## src/rtl/core/assert_macros.svh

```systemverilog
// ---------------------------------------------------------------------------
// Assertion macros
// Shared concurrent assertion forms, disabled while the active-low reset is low.
// ---------------------------------------------------------------------------
`ifndef ASSERT_MACROS_SVH
`define ASSERT_MACROS_SVH

// same-cycle implication
`define ASSERT_IMPL(label, clk, rst_n, ante, cons) \
  label: assert property (@(posedge clk) disable iff (!rst_n) (ante) |-> (cons)) \
    else $error("%m: implication failed");

// next-cycle implication
`define ASSERT_NEXT(label, clk, rst_n, ante, cons) \
  label: assert property (@(posedge clk) disable iff (!rst_n) (ante) |=> (cons)) \
    else $error("%m: next-cycle implication failed");

`endif

```

## src/rtl/core/svct_pkg.sv

```systemverilog
// ---------------------------------------------------------------------------
// svct_pkg
// Types and constants of the sorted value count table.
// ---------------------------------------------------------------------------
package svct_pkg;

  localparam int VALUE_W  = 32;
  localparam int COUNT_W  = 32;
  localparam int STATUS_W = 3;

  localparam logic [STATUS_W-1:0] ST_MATCH   = 3'd0;
  localparam logic [STATUS_W-1:0] ST_ADDED   = 3'd1;
  localparam logic [STATUS_W-1:0] ST_DROPPED = 3'd2;
  localparam logic [STATUS_W-1:0] ST_ENTRY   = 3'd3;
  localparam logic [STATUS_W-1:0] ST_EMPTY   = 3'd4;

  localparam logic CMD_INSERT = 1'b0;
  localparam logic CMD_DUMP   = 1'b1;

  localparam logic [COUNT_W-1:0] COUNT_MAX = '1;

  typedef struct packed {
    logic capture;
    logic apply;
    logic dump_step;
    logic dump_empty;
  } svct_cmd_t;

  typedef struct packed {
    logic out_free;
    logic dump_last;
    logic table_empty;
  } svct_sts_t;

endpackage

```

## src/rtl/core/svct_ctrl.sv

```systemverilog
// ---------------------------------------------------------------------------
// svct_ctrl
// Controller: accepts commands and sequences insert updates and dumps.
// ---------------------------------------------------------------------------
module svct_ctrl (
  input  logic                clk,
  input  logic                rst_n,
  input  logic                in_valid,
  input  logic                in_command,
  output logic                in_ready,
  output svct_pkg::svct_cmd_t cmd,
  input  svct_pkg::svct_sts_t sts
);

  localparam logic [1:0] S_IDLE = 2'd0;
  localparam logic [1:0] S_INS  = 2'd1;
  localparam logic [1:0] S_DUMP = 2'd2;

  logic [1:0] state_r;
  logic [1:0] state_nxt;

  always_comb begin
    state_nxt      = state_r;
    in_ready       = 1'b0;
    cmd            = '0;
    case (state_r)
      S_IDLE: begin
        in_ready = 1'b1;
        if (in_valid) begin
          cmd.capture = 1'b1;
          state_nxt   = (in_command == svct_pkg::CMD_DUMP) ? S_DUMP : S_INS;
        end
      end
      S_INS: begin
        if (sts.out_free) begin
          cmd.apply = 1'b1;
          state_nxt = S_IDLE;
        end
      end
      S_DUMP: begin
        if (sts.out_free) begin
          if (sts.table_empty) begin
            cmd.dump_empty = 1'b1;
            state_nxt      = S_IDLE;
          end else begin
            cmd.dump_step = 1'b1;
            if (sts.dump_last) begin
              state_nxt = S_IDLE;
            end
          end
        end
      end
      default: begin
        state_nxt = S_IDLE;
      end
    endcase
  end

  always_ff @(posedge clk) begin
    if (!rst_n) begin
      state_r <= S_IDLE;
    end else begin
      state_r <= state_nxt;
    end
  end

endmodule

```

## config.mk

```make
export PLATFORM = sky130hd
export DESIGN_NAME = svct_ctrl
export DESIGN_NICKNAME = d
export VERILOG_FILES = /design/src/rtl/core/assert_macros.svh /design/src/rtl/core/svct_pkg.sv /design/src/rtl/core/svct_ctrl.sv
export SDC_FILE = /design/constraint.sdc
export NUM_CORES = 1
export LEC_CHECK = 0
export ABC_AREA = 1
export BUFFER_PORTS_ARGS = -buffer_cell sky130_fd_sc_hd__buf_2
export CORE_AREA = 2 2 39 41
export CTS_CLUSTER_SIZE = 25
export DETAILED_ROUTE_END_ITERATION = 12
export DIE_AREA = 0 0 41 43
export SYNTH_ARGS = -nofsm -noshare
export SYNTH_HDL_FRONTEND = slang
export SYNTH_SLANG_ARGS = --single-unit
```

## constraint.sdc

```tcl
create_clock -name clk -period 2 [get_ports clk]
set_input_delay 0.1 -clock clk [delete_from_list [all_inputs] [get_ports clk]]
set_output_delay 0.1 -clock clk [all_outputs]
set_load 0.1 [all_outputs]
```

==> flow_summary_export.csv, run 1 <==
group,metric,value,unit
critical_path,cp_max_fo,4,
grt,grt_pass1_wl,731,um
floorplan,core_area,1380,um2
critical_path,crit_arrival,1.40,ns
grt,grt_max_degree,6,
critical_path,critPathKind,"reg -> out",
grt,grtUsageTotal,6.82,%
clock_tree,cts_max_level,1,
min_path,hold_path.class,"in -> reg",
timing,maxSlewHeadroom,67.8,%
logic_synthesis,synth_cell_types,11,
clock_tree,cts_tree,"done",
timing,rsz0062_at_grt,"false",
routing,wirelength,437,um
clock_tree,cts_buffers,3,
floorplan,dieArea,1760,um2
critical_path,crit_buf_inv,3,
floorplan,core.rowCount,14,
critical_path,endpoint_kind,"output port",
timing,skew,0.00196,ns
placed_design,port_buffers,11,
floorplan,start_util,13.7,%
clock_tree,cts_setup_buffers,0,
floorplan,num_io_pins,12,
logic_synthesis,syn-cell-area,190,um2
timing,whs,0.108,ns
routing,antenna_left,0,
logic_synthesis,syn_avg_cell_area,5.59,um2
timing,max_clock_freq,0.669,GHz
final_layout,final_common_cell,"buf_2",
timing,finalSetupViolCount,0,
job,drv_cap,0,
final_layout,fin_nets,57,
timing,tightest_slew,0.486,ns
logic_synthesis,yosysSeqAreaShare,21.1,%
grt,grt_pass1_vias,204,
final_layout,insertedDiodeCount,0,
clock_tree,clkSinkCount,2,
critical_path,critPathLaunchType,"register",
floorplan,die_w,41,um
logic_synthesis,ys_seq_elements,2,
placed_design,place_congestion,0.752,
timing,layout_min_cycle_time,1.50,ns
clock_tree,insertion_delay,0.22,ns
final_layout,regMostFlops,"state_r",
grt,overflow,0,
clock_tree,clockBufferDepth,2,
routing,first_iter_violations,6,
timing,fin_setup_tns,0,ns
critical_path,slowest_delay,0.44,ns
clock_tree,cts_resized,0,
final_layout,areaGrowthSynthToFinish,57.9,%
final_layout,instances_no_fill,64,
clock_tree,clk_pin_slew_worst_paths,0.03,ns
logic_synthesis,syn_nets,41,
final_layout,layout_common_cells,"11 x buf_2, 6 x nand2_1, 6 x inv_1",
timing,finalHoldViolations,0,
placed_design,dp.cells,61,
logic_synthesis,synth_cells,34,
final_layout,top_regs,"state_r x2",
critical_path,crit_required,1.90,ns
floorplan,die_h,43,um
routing,drc,0,
routing,viasPerCell,3.53,
outcome,run_status,"completed",
routing,num_vias,226,
critical_path,path_cells,"inv_2, nor2_2, inv_1, nor3_2, buf_2",
grt,antenna_found_initial,0,
placed_design,dp_hpwl,358,um
clock_tree,cts-root-buf,"clkbuf_4",
final_layout,largest_register_ffs,2,
final_layout,layout-drive-gt1-share,54.2,%
critical_path,cp_top_family,"buffers and inverters",
timing,timing.final.crit_share,74.8,%
clock_tree,hold_buffers,0,
critical_path,slowest_stage,"buf_2",
routing,drt-pass1-iter-count,4,
timing,slew_viol_final,0,
logic_synthesis,yosysWarnings,0,
routing,wl_per_cell,6.83,um
final_layout,fillers,162,
[cell families (layout without fill, tap and decap cells)]
family	count (synthesis)	after routing	synth area share (%)
compound gates	1	1	2.63
flops	2	2	21.1
buf+inv	7	21	13.8
simple gates	24	24	62.5
[layout make-up]
class / count / area (um2) / area share (%)
repair buffers: 11 / 55.1 / 18.3
multi-input cells: 25 / 136 / 45.4
well taps: 16 / 20.0 / 6.67
inverters: 7 / 26.3 / 8.75
flip-flops and latches: 2 / 40.0 / 13.3
clock buffers: 3 / 22.5 / 7.50
[worst reg2reg max path, stage by stage (launching register included)]
cell	delay, ns
dfxtp_1	0.41
inv_1	0.10
nand3_2	0.08
nand2_2	0.07
nor2_2	0.13
nand2_1	0.06
nand2_1	0.07
nor2_2	0.03
[routing by layer]
layer / vias to the layer above / share of wire, % / routed length [um] / global-route usage [%]
met2: 7 / 43 / 188 / 7.50
met5: - / 0 / 0 / 0
met1: 88 / 47 / 205 / 7.05
met4: 0 / 0 / 0 / 6.00
met3: 0 / 9.8 / 43 / 6.81
li1: 131 / - / - / -
[per-stage QoR]
step,setup slack (ns),cell area [um2],utilization (%)
2_1_floorplan,-0.325,203,-
3_3_place_gp,0.755,278,20.1
3_5_place_dp,0.733,278,20.1
4_1_cts,0.488,300,21.7
5_1_grt,0.384,300,21.7
6_report,0.504,300,21.7
[synthesized netlist by cell type, drive strengths merged]
library cell	n	share of area, %
nor2	10	25
nand2	9	22
inv	7	14
nor3	3	7.9
dfxtp	2	21
nand3	2	7.9
o21ai	1	2.6
[worst paths after layout]
check / depth (start not counted) / slack (ns) / to / from
worst max-delay path: 5 / 0.50 / cmd[1] / state_r[1]$_SDFFE_PN0P_
worst min-delay path: 3 / 0.11 / state_r[1]$_SDFFE_PN0P_ / rst_n
worst max register to register: 7 / 0.94 / state_r[0]$_SDFFE_PN0P_ / state_r[0]$_SDFFE_PN0P_
worst min register to register: 2 / 0.58 / state_r[0]$_SDFFE_PN0P_ / state_r[0]$_SDFFE_PN0P_
Power of run 1 is not shown: default switching activity piles up to over one toggle a cycle in this logic, so the estimate is an artifact.
==> run 2: changes to the inputs <==
==> constraint.sdc (replaced) <==
create_clock -name clk -period 1.5 [get_ports clk]
set_input_delay 0.075 -clock clk [delete_from_list [all_inputs] [get_ports clk]]
set_output_delay 0.075 -clock clk [all_outputs]
set_load 0.1 [all_outputs]
==> flow_summary_export.csv, run 2 (same netlist as run 1, synthesis figures left out) <==
group,metric,value,unit
timing,maxSlewHeadroom,68.0,%
floorplan,die_w,41,um
outcome,run_status,"completed",
timing,skew,0.00165,ns
placed_design,dp_hpwl,387,um
timing,slew_viol_final,0,
clock_tree,cts_buffers,3,
floorplan,core_area,1380,um2
timing,timing.final.crit_share,87.2,%
critical_path,crit_buf_inv,3,
critical_path,crit_arrival,1.23,ns
clock_tree,cts_tree,"done",
grt,antenna_found_initial,0,
routing,wl_per_cell,6.97,um
final_layout,final_common_cell,"buf_2",
routing,num_vias,246,
grt,overflow,0,
clock_tree,clkSinkCount,2,
final_layout,layout-drive-gt1-share,58.3,%
timing,finalHoldViolations,0,
clock_tree,clk_pin_slew_worst_paths,0.03,ns
min_path,whs_path_depth,3,
critical_path,crit_required,1.42,ns
grt,grt_pass1_wl,841,um
clock_tree,cts_max_level,1,
critical_path,r2r_cells,7,
critical_path,r2r_start,"state_r[0]$_SDFFE_PN0P_",
routing,drc,0,
routing,antenna_left,0,
routing,first_iter_violations,1,
timing,layout_min_cycle_time,1.31,ns
routing,drt-pass1-iter-count,2,
final_layout,top_regs,"state_r x2",
timing,fin_ws,0.191,ns
critical_path,cp_top_family,"flip-flops",
final_layout,regMostFlops,"state_r",
grt,grtUsageTotal,7.11,%
timing,rsz0062_at_grt,"false",
critical_path,path_cells,"inv_2, nor2_2, inv_1, nor3_4, buf_12",
critical_path,cp_max_fo,4,
critical_path,reg2reg_slack,0.38,ns
grt,grt_pass1_vias,242,
clock_tree,insertion_delay,0.22,ns
critical_path,critPathKind,"reg -> out",
floorplan,num_io_pins,12,
critical_path,slowest_delay,0.40,ns
job,drv_cap,0,
placed_design,port_buffers,11,
final_layout,layout_common_cells,"7 x buf_2, 6 x nand2_1, 6 x inv_1",
critical_path,slowest_stage,"dfxtp_2",
clock_tree,clockBufferDepth,2,
timing,max_clock_freq,0.764,GHz
placed_design,place_ws,0.309,ns
floorplan,die_h,43,um
floorplan,core.rowCount,14,
final_layout,areaGrowthSynthToFinish,106,%
min_path,hold_start,"rst_n",
clock_tree,cts-root-buf,"clkbuf_4",
final_layout,insertedDiodeCount,0,
critical_path,path_depth,5,
floorplan,start_util,13.7,%
final_layout,fin_nets,57,
final_layout,largest_register_ffs,2,
floorplan,dieArea,1760,um2
routing,viasPerCell,3.84,
final_layout,fillers,149,
timing,finalSetupViolCount,0,
critical_path,critPathLaunchType,"register",
timing,tightest_slew,0.483,ns
routing,wirelength,446,um
critical_path,rr_endpoint,"state_r[0]$_SDFFE_PN0P_",
min_path,holdPathEnd,"state_r[1]$_SDFFE_PN0P_",
grt,grt_max_degree,6,
critical_path,endpoint_kind,"output port",
placed_design,place_congestion,0.785,
clock_tree,hold_buffers,0,
min_path,hold_path.class,"in -> reg",
==> run 2: cell counts in the layout (fill, tap and decap cells not counted) <==
Identical to the previous run, type by type.
==> run 2: area by class of cell <==
type                            count  area, um2  area share (%)
Clock buffer                        3       22.5            5.75
Tap cell                           16       20.0            5.11
Inverter                            7       26.3            6.71
Multi-Input combinational cell     25        166            42.5
Sequential cell                     2       41.3            10.5
Timing Repair Buffer               11        115            29.4
==> run 2: how the worst max path moves through the flow <==
stage               endpoint               startpoint  slack (ns)
detailed placement    cmd[1]  state_r[1]$_SDFFE_PN0P_        0.31
global route          cmd[1]  state_r[1]$_SDFFE_PN0P_        0.11
global placement      cmd[1]  state_r[1]$_SDFFE_PN0P_        0.33
finish                cmd[1]  state_r[1]$_SDFFE_PN0P_        0.19
floorplan             cmd[3]  state_r[1]$_SDFFE_PN0P_       -0.19
CTS                   cmd[1]  state_r[1]$_SDFFE_PN0P_        0.07
==> run 2: what timing repair did <==
action | in CTS | in global routing
setup buffers | 0 | 0
resized for setup | 0 | 1
endpoints found under the setup margin | 0 | 1
==> run 2: routing by layer <==
metal | track usage (%) | vias to the layer above | routed length (um)
met1 | 8.31 | 106 | 183
li1 | - | 130 | -
met3 | 1.57 | 2 | 19
met4 | 6.00 | 0 | 17
met2 | 10.3 | 8 | 226
met5 | 0 | - | 0
==> run 2: tightest hold or removal path, cell delays in order <==
cell and delay [ns]:
buf_2 0.10, nand2_1 0.05, nor2_1 0.04
==> run 2: through the flow <==
step	hold WS, ns	utilization (%)	TNS, ns	instance area, um2	instances
6_report	0.0876	28.3	0	392	64
5_1_grt	0.102	28.3	0	392	64
4_1_cts	0.0907	28.2	0	390	64
3_5_place_dp	0.326	26.6	0	368	61
3_3_place_gp	0.320	26.6	0	368	61
2_1_floorplan	0.195	-	-0.226	233	34
Power of run 2 is left out for the same reason.
==> run 3: changes to the inputs <==
--- a/config.mk
+++ b/config.mk
@@ -11,6 +11,7 @@
 export CTS_CLUSTER_SIZE = 25
 export DETAILED_ROUTE_END_ITERATION = 12
 export DIE_AREA = 0 0 41 43
+export SETUP_SLACK_MARGIN = 0.3
 export SYNTH_ARGS = -nofsm -noshare
 export SYNTH_HDL_FRONTEND = slang
 export SYNTH_SLANG_ARGS = --single-unit
==> flow_summary_export.csv, run 3 (same netlist as run 1, synthesis figures left out) <==
group,metric,value,unit
timing,slew_viol_final,0,
clock_tree,cts_tree,"done",
critical_path,reg2reg_slack,0.39,ns
routing,antenna_left,0,
placed_design,place_ws,0.350,ns
timing,maxSlewHeadroom,81.6,%
routing,viasPerCell,3.78,
floorplan,core.rowCount,14,
final_layout,top_regs,"state_r x2",
final_layout,instances_no_fill,67,
grt,antenna_found_initial,0,
routing,drc,0,
floorplan,start_util,13.7,%
placed_design,port_buffers,11,
clock_tree,cts_max_level,1,
final_layout,regMostFlops,"state_r",
timing,max_clock_freq,0.818,GHz
critical_path,endpoint_kind,"output port",
routing,wirelength,486,um
critical_path,cp_max_fo,3,
floorplan,core_area,1380,um2
timing,finalSetupViolCount,0,
routing,drt-pass1-iter-count,3,
outcome,run_status,"completed",
min_path,whs_path_depth,3,
timing,whs,0.0725,ns
placed_design,dpl_cell_area,343,um2
floorplan,die_h,43,um
final_layout,finish.instance_area,442,um2
placed_design,place_congestion,0.725,
grt,grt_pass1_wl,890,um
final_layout,layout_common_cells,"6 x nand2_1, 6 x buf_2, 5 x buf_12",
timing,finalHoldViolations,0,
timing,skew,0.00647,ns
clock_tree,clkSinkCount,2,
grt,grtUsageTotal,7.73,%
placed_design,dp.cells,61,
clock_tree,clk_pin_slew_worst_paths,0.03,ns
clock_tree,hold_buffers,0,
clock_tree,clockBufferDepth,2,
critical_path,r2r_start,"state_r[1]$_SDFFE_PN0P_",
final_layout,layout-drive-gt1-share,66.7,%
floorplan,num_io_pins,12,
critical_path,r2r_cells,8,
routing,num_vias,253,
clock_tree,cts_buffers,3,
timing,fin_ws,0.278,ns
floorplan,dieArea,1760,um2
job,drv_cap,0,
timing,tightest_slew,0.278,ns
critical_path,rr_endpoint,"state_r[0]$_SDFFE_PN0P_",
critical_path,critPathLaunchType,"register",
min_path,hold_start,"rst_n",
critical_path,critPathKind,"reg -> out",
timing,rsz0062_at_grt,"true",
min_path,holdPathEnd,"state_r[1]$_SDFFE_PN0P_",
min_path,hold_path.class,"in -> reg",
final_layout,insertedDiodeCount,0,
final_layout,largest_register_ffs,2,
clock_tree,insertion_delay,0.23,ns
timing,timing.final.crit_share,81.5,%
final_layout,areaGrowthSynthToFinish,132,%
critical_path,crit_arrival,1.15,ns
grt,grt_pass1_vias,265,
grt,overflow,0,
final_layout,fin_nets,59,
timing,layout_min_cycle_time,1.22,ns
floorplan,die_w,41,um
placed_design,dp_hpwl,409,um
critical_path,crit_required,1.42,ns
clock_tree,cts-root-buf,"clkbuf_4",
grt,grt_max_degree,6,
routing,first_iter_violations,5,
routing,wl_per_cell,7.25,um
## run 3: routing by layer
layer | GRT usage (%) | routed length, um | vias up
met5 | 0 | 0 | -
met4 | 8.00 | 0 | 0
met3 | 1.57 | 40 | 0
met2 | 12.2 | 285 | 9
met1 | 7.40 | 161 | 110
li1 | - | - | 134
## run 3: area by class of cell
type                            count  area [um2]
Clock buffer                        4        26.3
Fill cell                         152         942
Inverter                            7        28.8
Multi-Input combinational cell     25         176
Sequential cell                     2        45.0
Tap cell                           16        20.0
Timing Repair Buffer               13         145
## run 3: repair_timing
action | in CTS | in global routing
pin swaps | 2 | 0
gates resized for setup | 8 | 4
endpoints found under the setup margin | 5 | 4
buffers inserted | 2 | 0
## run 3: worst max path at each step
stage	depth (start not counted)	slack [ns]	to	start
finish	5	0.28	cmd[1]	state_r[1]$_SDFFE_PN0P_
detailed placement	3	0.35	cmd[2]	state_r[0]$_SDFFE_PN0P_
floorplan	3	-0.08	cmd[3]	state_r[0]$_SDFFE_PN0P_
CTS	3	0.26	cmd[2]	state_r[0]$_SDFFE_PN0P_
global placement	3	0.35	cmd[2]	state_r[0]$_SDFFE_PN0P_
global route	3	0.23	cmd[2]	state_r[0]$_SDFFE_PN0P_
## run 3: per-stage QoR
step	TNS (ns)	util, %
2_1_floorplan	-0.0816	-
3_3_place_gp	0	24.8
3_5_place_dp	0	24.8
4_1_cts	0	30.6
5_1_grt	0	31.9
6_report	0	31.9
## run 3: worst max-delay path, cell delays in order, from the launching register on
cell and delay, ns:
dfxtp_4 0.38, inv_4 0.04, nor2_4 0.08, inv_2 0.06, nor3_4 0.15, buf_12 0.20
Power of run 3 is left out for the same reason.
